===== src/sv/lbpz_pkg.sv =====
// Shared types, constants and the code function of the 3x3 LBP block.
package lbpz_pkg;

    localparam int PIX_W          = 8;
    localparam int CODE_W         = 8;
    localparam int DEF_MAX_WIDTH  = 1024;
    localparam int DEF_MAX_HEIGHT = 4096;
    localparam int RESET_WIDTH    = 640;
    localparam int RESET_HEIGHT   = 480;
    localparam int CFG_WIDTH_BITS  = 11;
    localparam int CFG_HEIGHT_BITS = 13;
    localparam int CFG_IDX_W      = 8;
    localparam int CFG_DATA_W     = 16;

    // result queue: one code in the pipe plus two held covers the read latency
    localparam int OUT_DEPTH = 3;
    localparam int OUT_PTR_W = $clog2(OUT_DEPTH);
    localparam int OUT_CNT_W = $clog2(OUT_DEPTH + 1);

    localparam logic [CFG_IDX_W-1:0] REG_IMAGE_WIDTH  = CFG_IDX_W'(0);
    localparam logic [CFG_IDX_W-1:0] REG_IMAGE_HEIGHT = CFG_IDX_W'(1);

    typedef enum logic {
        KIND_PIXEL = 1'b0,
        KIND_FLUSH = 1'b1
    } kind_t;

    typedef logic [PIX_W-1:0] pixel_t;

    // one line-memory entry: pixel two rows back (top) and one row back (mid)
    typedef struct packed {
        pixel_t top;
        pixel_t mid;
    } col_t;

    // [row][column], row 0 on top, column 0 on the left
    typedef logic [2:0][2:0][PIX_W-1:0] win_t;

    typedef struct packed {
        logic   valid;
        logic   is_pix;
        pixel_t pixel;
    } lm_req_t;

    typedef struct packed {
        logic [CODE_W-1:0] code;
        logic              last;
    } res_t;

    // present[k] is 0 where neighbor k lies outside the image
    function automatic logic [CODE_W-1:0] lbp_code(input win_t w,
                                                   input logic [CODE_W-1:0] present);
        pixel_t            nb [CODE_W];
        pixel_t            ctr;
        logic [CODE_W-1:0] code;
        ctr   = w[1][1];
        nb[0] = w[0][0];
        nb[1] = w[0][1];
        nb[2] = w[0][2];
        nb[3] = w[1][2];
        nb[4] = w[2][2];
        nb[5] = w[2][1];
        nb[6] = w[2][0];
        nb[7] = w[1][0];
        for (int k = 0; k < CODE_W; k++) begin
            code[k] = present[k] & (nb[k] >= ctr);
        end
        return code;
    endfunction

endpackage


===== src/sv/lbpz_out_fifo.sv =====
// Small register queue that holds finished codes until the sink takes them.
module lbpz_out_fifo (
    input  logic                            aclk,
    input  logic                            aresetn,
    input  logic                            push,
    input  lbpz_pkg::res_t                  push_data,
    input  logic                            pop,
    output logic                            out_valid,
    output lbpz_pkg::res_t                  out_data,
    output logic [lbpz_pkg::OUT_CNT_W-1:0]  count
);
    import lbpz_pkg::*;

    res_t                 q_arr [OUT_DEPTH];
    logic [OUT_PTR_W-1:0] wr_ptr_reg, wr_ptr_next;
    logic [OUT_PTR_W-1:0] rd_ptr_reg, rd_ptr_next;
    logic [OUT_CNT_W-1:0] count_reg, count_next;

    assign out_valid = (count_reg != '0);
    assign out_data  = q_arr[rd_ptr_reg];
    assign count     = count_reg;

    always_comb begin
        wr_ptr_next = wr_ptr_reg;
        rd_ptr_next = rd_ptr_reg;
        count_next  = count_reg;
        if (push) begin
            wr_ptr_next = (wr_ptr_reg == OUT_PTR_W'(OUT_DEPTH - 1)) ? '0
                        : wr_ptr_reg + OUT_PTR_W'(1);
        end
        if (pop) begin
            rd_ptr_next = (rd_ptr_reg == OUT_PTR_W'(OUT_DEPTH - 1)) ? '0
                        : rd_ptr_reg + OUT_PTR_W'(1);
        end
        if (push && !pop) begin
            count_next = count_reg + OUT_CNT_W'(1);
        end else if (pop && !push) begin
            count_next = count_reg - OUT_CNT_W'(1);
        end
    end

    always_ff @(posedge aclk) begin
        if (!aresetn) begin
            wr_ptr_reg <= '0;
            rd_ptr_reg <= '0;
            count_reg  <= '0;
        end else begin
            wr_ptr_reg <= wr_ptr_next;
            rd_ptr_reg <= rd_ptr_next;
            count_reg  <= count_next;
        end
    end

    always_ff @(posedge aclk) begin
        if (push) begin
            q_arr[wr_ptr_reg] <= push_data;
        end
    end

endmodule

===== config.mk =====
export PLATFORM = sky130hd
export DESIGN_NAME = lbpz_out_fifo
export DESIGN_NICKNAME = d
export VERILOG_FILES = /design/src/sv/lbpz_pkg.sv /design/src/sv/lbpz_out_fifo.sv
export SDC_FILE = /design/constraint.sdc
export NUM_CORES = 1
export LEC_CHECK = 0
export BUFFER_PORTS_ARGS = -buffer_cell sky130_fd_sc_hd__buf_2
export CAP_MARGIN = 25
export CORE_UTILIZATION = 40
export CTS_CLUSTER_SIZE = 24
export DETAILED_ROUTE_END_ITERATION = 6
export GPL_TIMING_DRIVEN = 0
export RECOVER_POWER = 100
export SKIP_CTS_REPAIR_TIMING = 1
export SLEW_MARGIN = 20
export SYNTH_ARGS = -nofsm -noshare
export SYNTH_HDL_FRONTEND = slang
export SYNTH_SLANG_ARGS = --single-unit

===== constraint.sdc =====
create_clock -name aclk -period 2.34 [get_ports aclk]
set_clock_uncertainty 0.15 [all_clocks]
set_input_delay 0.234 -clock aclk [delete_from_list [all_inputs] [get_ports aclk]]
set_output_delay 0.234 -clock aclk [all_outputs]
set_load 0.1 [all_outputs]

Word-level counts from Yosys, hierarchy flattened. Memories as Yosys holds them, arrays and structs flattened. A register that Yosys moved wholly into a read port is not among the register bits. Index checks and enable logic that the tools add are counted.

Add/sub/neg operators: 4. Eq/ne operators: 2. Mux-type cells: 8. Reductions and logical operators: 6.

Operators by type and width (number): $mux 2 (6); $add 2x1->2 const B (3); $eq 2x2->1 const B (2); $reduce_bool 2->1 (2); $logic_and 1x1->1 (2); $logic_not 1->1 (2); $mux 1 (2); $sub 2x1->2 const B (1).

Bits in registers: 6. RAM bits: 27. Input port bits: 13. Output and inout bits: 12. Word-level logic and storage cells: 24. Memories: 1.

Memories: q_arr (words 3, width 9, read ports 1, clocked after Yosys merged registers in 1, write ports 1, line lbpz_out_fifo.sv:14) `res_t q_arr [OUT_DEPTH];`.

Logic depth before layout (Yosys ltp). Gate-level depths: netlist (run 1).

Depth after elaboration: 4. Gate-level depth with buffers: 5. Gate-level depth less buffers: 5.

Least setup slack after synthesis (run 1). Ideal clock, no wire load.

Kind: reg-to-output. Start point: reg with a tool-made name. End point: out out_data[0] (netlist bit). Arrival time: 1.965 ns. Setup slack: -0.009 ns. Cell stages (with the launch flop): 4. Path through: dfxtp_1 -> buf_2 -> mux2i_1 -> o21ai_1.

RTL lines: end, declared (line lbpz_out_fifo.sv:9) `output lbpz_pkg::res_t out_data,`.

==> impl_summary.txt, run 1 <==
----------------------------------------------------
[Yosys]
  Synth Net Count ... 103
  Cells after Synth ... 89
  Number of synthesis warnings ... 0
  Biggest area consumer among synthesized cells ... sky130_fd_sc_hd__edfxtp_1
  Number of distinct library cells after synthesis ... 22
  Synth Cell Area ... 0.001313 mm²
  Area fraction of the dominant cell type after synthesis ... 61.77%
  Number of synthesized register bits ... 35
  Register area share after synthesis ... 73.98%
  Syn avg cell area ... 14.75 µm²
  Top area cells in the synthesized netlist ... sky130_fd_sc_hd__edfxtp_1 (62%), sky130_fd_sc_hd__dfxtp_1 (12%), sky130_fd_sc_hd__mux2i_1 (6.9%)

[Timing]
  Peak clock frequency supported by timing ... 0.4571 GHz
  Final Critical Period ... 2188 ps
  Setup repair after global routing missed its margin ... false
  Worst-case headroom to the max-slew limit ... 23.37%
  Final hold violation count ... 0
  Slew at the pin closest to its max-slew limit ... 1154 ps
  Smallest setup slack after layout ... 152.4 ps
  Count of pins over their slew limit ... 0
  Final setup violation count ... 0
  Final period utilization ... 93.49%
  Total Negative Setup Slacks ... 0 ps

[Floorplan]
  Total number of placement rows ... 20
  Die outline width ... 59.28 µm
  Initial Util ... 42.64%
  Top-level I/O count ... 25
  Die Span Y ... 59.28 µm
  Total Die Area ... 0.003514 mm²
  Placeable core region ... 0.003078 mm²

[Place]
  Final Wtd Congestion ... 0.6772
  Detailed Place HPWL ... 1470 µm
  Post-place instance area ... 0.001499 mm²
  Number of input and output port buffers inserted ... 24
  Cell count after placement ... 157
  Setup WS pre-CTS ... 520.8 ps

[Layout]
  Filler Cells Inserted ... 267
  Register with the most flip-flops ... q_arr
  Most common cell after layout, fill and taps aside ... sky130_fd_sc_hd__edfxtp_1
  Leading cell types in the layout, fill and taps excluded ... sky130_fd_sc_hd__edfxtp_1 (27), sky130_fd_sc_hd__nand2_1 (12), sky130_fd_sc_hd__clkbuf_1 (12)
  Proportion of layout cells with a drive suffix above 1 ... 19.23%
  Number of standard cells in the layout, taps in and fillers out ... 174
  Design area ... 0.001624 mm²
  Number of flip-flops in the largest register ... 27
  Count of antenna diodes in the layout ... 0
  Sequential cell area ... 970.9 µm²
  Area Growth Syn to Fin ... 23.74%
  Final Net Count ... 143
  Area of the multi-input gates ... 334.1 µm²

[Critical path]
  Number of buffer and inverter instances along the worst setup path ... 3
  Endpoint kind of the worst setup timing path ... primary output
  Kind of launch point of the worst setup path ... flop
  Top delay family on crit path ... buffers and inverters
  R2R cell count ... 2
  Required time at the worst-slack endpoint ... 1960 ps
  Chain of cells forming the critical path ... clkbuf_2, buf_2, nand2_1, o21ai_2, clkbuf_2
  Critical Path Slowest Stage Cell ... sky130_fd_sc_hd__clkbuf_2
  Maximum fanout encountered on the critical timing path ... 10
  Arrival time of the worst setup path ... 1800 ps
  WP depth ... 5
  Critical Path Most Common Cell ... sky130_fd_sc_hd__clkbuf_2
  CP max stage delay ... 470 ps
  WS Path Type ... flop to primary output

[Global routing]
  Number of antenna violations at the first check in global routing ... 0
  Total Routing Usage GR ... 14.63%
  First-pass GRT wire length ... 3422 µm
  Total overflow reported by the global router ... 0
  Vias in the first global route ... 750
  Maximum number of pins on one net before global-route repair ... 11

[Run status]
  Result of the run ... finished clean

[Detailed routing]
  Number of vias per cell after detailed routing ... 4.586
  Total Routed Length ... 2197 µm
  Average wire per standard cell ... 12.63 µm
  Violation count after the first detailed-routing iteration ... 25
  Detailed Routing Iterations Pass 1 ... 4
  DR DRC count ... 0
  Total number of vias ... 798
  Post-route antenna net violation count ... 0

[Run]
  Max-cap check violation count ... 0

[Power]
  Leak Pwr ... 0.5794 nW
  IR Drop Worst-Case VDD ... 416.3 µV
  Pwr Total ... 1.347 mW
  Power density normalized to cell area ... 829.1 mW/mm²

[CTS]
  Total number of H-tree levels ... 2
  Clock tree from TritonCTS ... yes
  Clock Tree Buf Depth ... 2
  Clock latency reported for the late side of the worst-skew pair ... 330 ps
  Count of clock tree sinks ... 35
  CTS buffer count ... 5
  Clk root buf ... sky130_fd_sc_hd__clkbuf_4
  Clock slew seen by the registers of the worst setup and hold paths ... 90 ps

[Min path]
  Cells on Worst Hold Path ... 2
  Hold WC Path Type ... primary input to flop

----------------------------------------------------
cells in the mapped netlist:
| cell type | count |
|---|---|
| sky130_fd_sc_hd__clkbuf_2 | 1 |
| sky130_fd_sc_hd__nor2b_1 | 3 |
| sky130_fd_sc_hd__or3_1 | 1 |
| sky130_fd_sc_hd__buf_2 | 2 |
| sky130_fd_sc_hd__a21boi_1 | 2 |
| sky130_fd_sc_hd__inv_1 | 1 |
| sky130_fd_sc_hd__and2_1 | 1 |
| sky130_fd_sc_hd__o21ai_0 | 1 |
| sky130_fd_sc_hd__edfxtp_1 | 27 |
| sky130_fd_sc_hd__o21ai_1 | 9 |
| sky130_fd_sc_hd__nor3_1 | 1 |
| sky130_fd_sc_hd__dfxtp_1 | 8 |
| sky130_fd_sc_hd__xor2_1 | 1 |
| sky130_fd_sc_hd__mux2i_1 | 9 |
| sky130_fd_sc_hd__or2_1 | 1 |
| sky130_fd_sc_hd__nor3b_2 | 1 |
| sky130_fd_sc_hd__nor2_1 | 2 |
| sky130_fd_sc_hd__nand2_1 | 12 |
| sky130_fd_sc_hd__ha_1 | 1 |
| sky130_fd_sc_hd__o21a_1 | 3 |
| sky130_fd_sc_hd__nand3b_1 | 1 |
| sky130_fd_sc_hd__xnor2_1 | 1 |
final cells by class:
cell class,instances,area share (%)
Timing Repair Buffer,33,12.10
Tap cell,44,3.390
Sequential cell,35,59.78
Clock inverter,2,0.4622
Inverter,1,0.2311
Multi-Input combinational cell,50,20.57
Buffer,3,0.9245
Clock buffer,6,2.542
layer usage:
layer | wire, µm | vias up | track usage [%]
met4 | 42 | 0 | 7.143
met5 | 0 | - | 0
met3 | 151 | 6 | 7.642
met1 | 964 | 361 | 16.28
li1 | - | 407 | -
met2 | 1038 | 24 | 22.95
final timing paths:
check	from	end	slack [ps]
max	flop	out_data[8]	150
min	aresetn	wr_ptr_reg[1]	20
max reg2reg	wr_ptr_reg[0]	q_arr[1][3]	660
min reg2reg	rd_ptr_reg[1]	rd_ptr_reg[1]	390
metrics by stage:
stage	hold slack, ps	utilization, %
global route	16.12	52.76
CTS	-60.71	50.28
detailed placement	289.7	48.70
floorplan	182.9	-
finish	24.20	52.76
global placement	282.8	48.70
logic make-up (layout without fill, tap and decap cells):
kind of cell / after synthesis / count (layout) / synth area share, %
multiplexers: 9 / 9 / 6.864
XOR/XNOR: 2 / 2 / 1.335
flip-flops: 35 / 35 / 73.98
buffers and inverters: 4 / 45 / 1.429
adder cells (fa/ha/maj): 1 / 1 / 0.9531
AND/OR/NAND/NOR: 23 / 23 / 8.771
AO/OA/AOI/OAI: 15 / 15 / 6.672
report_power, final:
part | internal, mW | total [mW] | leakage [nW] | switching, mW
clock | 0.111 | 0.294 | 0.0273 | 0.182
sequential | 0.703 | 0.716 | 0.316 | 0.0134
combinational | 0.0664 | 0.337 | 0.236 | 0.271
total | 0.880 | 1.35 | 0.579 | 0.466
Power figures use the tool's default switching activity.
==> run 2, diff against run 1 <==
Settings changed: CORE_UTILIZATION 40 to 45, PLACE_DENSITY set to 0.67.
==> impl_summary.txt, run 2 (same netlist as run 1, synthesis figures left out) <==
----------------------------------------------------
[Run status]
  Result of the run ... finished clean

[Critical path]
  Required time at the worst-slack endpoint ... 1960 ps
  Reg-to-reg endpoint ... q_arr[1][5]
  Maximum fanout encountered on the critical timing path ... 10
  Register-to-Register Setup Slack ... 700 ps
  Kind of launch point of the worst setup path ... flop
  R2R cell count ... 2
  FF-to-FF Start ... wr_ptr_reg[0]
  WS Path Type ... flop to primary output
  Endpoint kind of the worst setup timing path ... primary output
  Arrival time of the worst setup path ... 1790 ps

[Floorplan]
  Die Span Y ... 56.01 µm
  Die outline width ... 56.01 µm
  Placeable core region ... 0.002758 mm²
  Total number of placement rows ... 19
  Top-level I/O count ... 25
  Total Die Area ... 0.003137 mm²
  Initial Util ... 47.60%

[CTS]
  Clk root buf ... sky130_fd_sc_hd__clkbuf_4
  Clock slew seen by the registers of the worst setup and hold paths ... 90 ps
  Clock Tree Buf Depth ... 2
  Count of clock tree sinks ... 35
  Clock tree from TritonCTS ... yes
  CTS buffer count ... 5
  Total number of H-tree levels ... 2
  Clock latency reported for the late side of the worst-skew pair ... 320 ps

[Layout]
  Number of standard cells in the layout, taps in and fillers out ... 161
  Filler Cells Inserted ... 239
  Proportion of layout cells with a drive suffix above 1 ... 18.46%
  Number of flip-flops in the largest register ... 27
  Area Growth Syn to Fin ... 22.40%
  Register with the most flip-flops ... q_arr
  Final Net Count ... 143
  Count of antenna diodes in the layout ... 0
  Post-layout utilization of the core ... 58.26%
  Most common cell after layout, fill and taps aside ... sky130_fd_sc_hd__edfxtp_1
  Leading cell types in the layout, fill and taps excluded ... sky130_fd_sc_hd__edfxtp_1 (27), sky130_fd_sc_hd__clkbuf_1 (13), sky130_fd_sc_hd__nand2_1 (12)

[Power]
  Leak Pwr ... 0.5765 nW
  Psw ... 0.4617 mW
  Net Sw Frac ... 34.43%
  Part of the power in registers ... 53.4%
  Clock group share of total power ... 21.5%
  Internal power ... 0.8793 mW
  Combinational group share of total power ... 25.1%
  Power density normalized to cell area ... 834.7 mW/mm²
  IR Drop Worst-Case VDD ... 653.8 µV

[Timing]
  Final setup violation count ... 0
  Setup repair after global routing missed its margin ... false
  Final hold violation count ... 0
  Worst-case headroom to the max-slew limit ... 23.18%
  Final period utilization ... 92.87%
  Final Critical Period ... 2173 ps
  Count of pins over their slew limit ... 0
  Slew at the pin closest to its max-slew limit ... 1157 ps
  Peak clock frequency supported by timing ... 0.4601 GHz

[Detailed routing]
  Violation count after the first detailed-routing iteration ... 13
  Post-route antenna net violation count ... 0
  Total Routed Length ... 2186 µm
  Detailed Routing Iterations Pass 1 ... 4
  Number of vias per cell after detailed routing ... 5.056
  DR DRC count ... 0
  Total number of vias ... 814
  Average wire per standard cell ... 13.58 µm

[Min path]
  Worst Hold Endpoint ... wr_ptr_reg[0]
  Cells on Worst Hold Path ... 2
  Hold WC Path Type ... primary input to flop
  Min-delay src ... aresetn

[Global routing]
  Number of antenna violations at the first check in global routing ... 0
  Maximum number of pins on one net before global-route repair ... 11
  Vias in the first global route ... 807
  First-pass GRT wire length ... 3512 µm
  Total overflow reported by the global router ... 0
  Total Routing Usage GR ... 15.50%

[Place]
  Cell count after placement ... 144
  Final Wtd Congestion ... 0.6507
  Detailed Place HPWL ... 1455 µm
  Number of input and output port buffers inserted ... 24

[Run]
  Max-cap check violation count ... 0

----------------------------------------------------
-- run 2: critical path, stage by stage, from the launching register on --
cell,delay [ps]
sky130_fd_sc_hd__dfxtp_1,310
sky130_fd_sc_hd__clkbuf_2,220
sky130_fd_sc_hd__buf_2,280
sky130_fd_sc_hd__nand2_1,70
sky130_fd_sc_hd__o21ai_1,100
sky130_fd_sc_hd__clkbuf_2,480
-- run 2: per-layer routing --
metal	part of all wire [%]	wire [µm]	track usage [%]
met5	0	0	0
met1	43	935	16.59
met4	1.6	35	7.317
met3	4.3	94	5.349
met2	51	1120	27.21
-- run 2: how the worst max path moves through the flow --
stage	end	slack [ps]
after global routing	out_data[1]	40
final	out_data[5]	170
after global placement	out_data[5]	540
after CTS	out_data[5]	150
after floorplan	out_data[0]	-9
after detailed placement	out_data[5]	520
-- run 2: metrics by stage --
stage          setup TNS, ps  hold WS [ps]  setup WS, ps  instance area [µm²]  total power [mW]
2_1_floorplan         -55.63         182.9        -9.271                 1324             1.004
3_3_place_gp               0         282.9         540.9                 1483             1.056
3_5_place_dp               0         290.5         522.0                 1483             1.064
5_1_grt                    0         29.07         35.83                 1607             1.397
4_1_cts                    0        -56.46         154.9                 1531             1.351
6_report                   0         38.95         166.8                 1607             1.341
-- run 2: final cells by class --
| class | count | area (µm²) | share of cell area [%] |
|---|---|---|---|
| Sequential cell | 35 | 970.9 | 60.44 |
| Clock inverter | 2 | 7.507 | 0.4673 |
| Tap cell | 31 | 38.79 | 2.414 |
| Multi-Input combinational cell | 50 | 334.1 | 20.79 |
| Buffer | 3 | 15.01 | 0.9346 |
| Timing Repair Buffer | 33 | 195.2 | 12.15 |
| Clock buffer | 6 | 41.29 | 2.570 |
| Inverter | 1 | 3.754 | 0.2336 |
-- run 2: power by group through the flow --
| stage | Clock [mW] | Combinational, mW | Sequential (mW) |
|---|---|---|---|
| after CTS | 0.300 | 0.334 | 0.717 |
| after detailed placement | 0 | 0.333 | 0.731 |
| after global placement | 0 | 0.328 | 0.729 |
| after floorplan | 0 | 0.238 | 0.766 |
| after global routing | 0.324 | 0.353 | 0.720 |
| final | 0.288 | 0.336 | 0.716 |
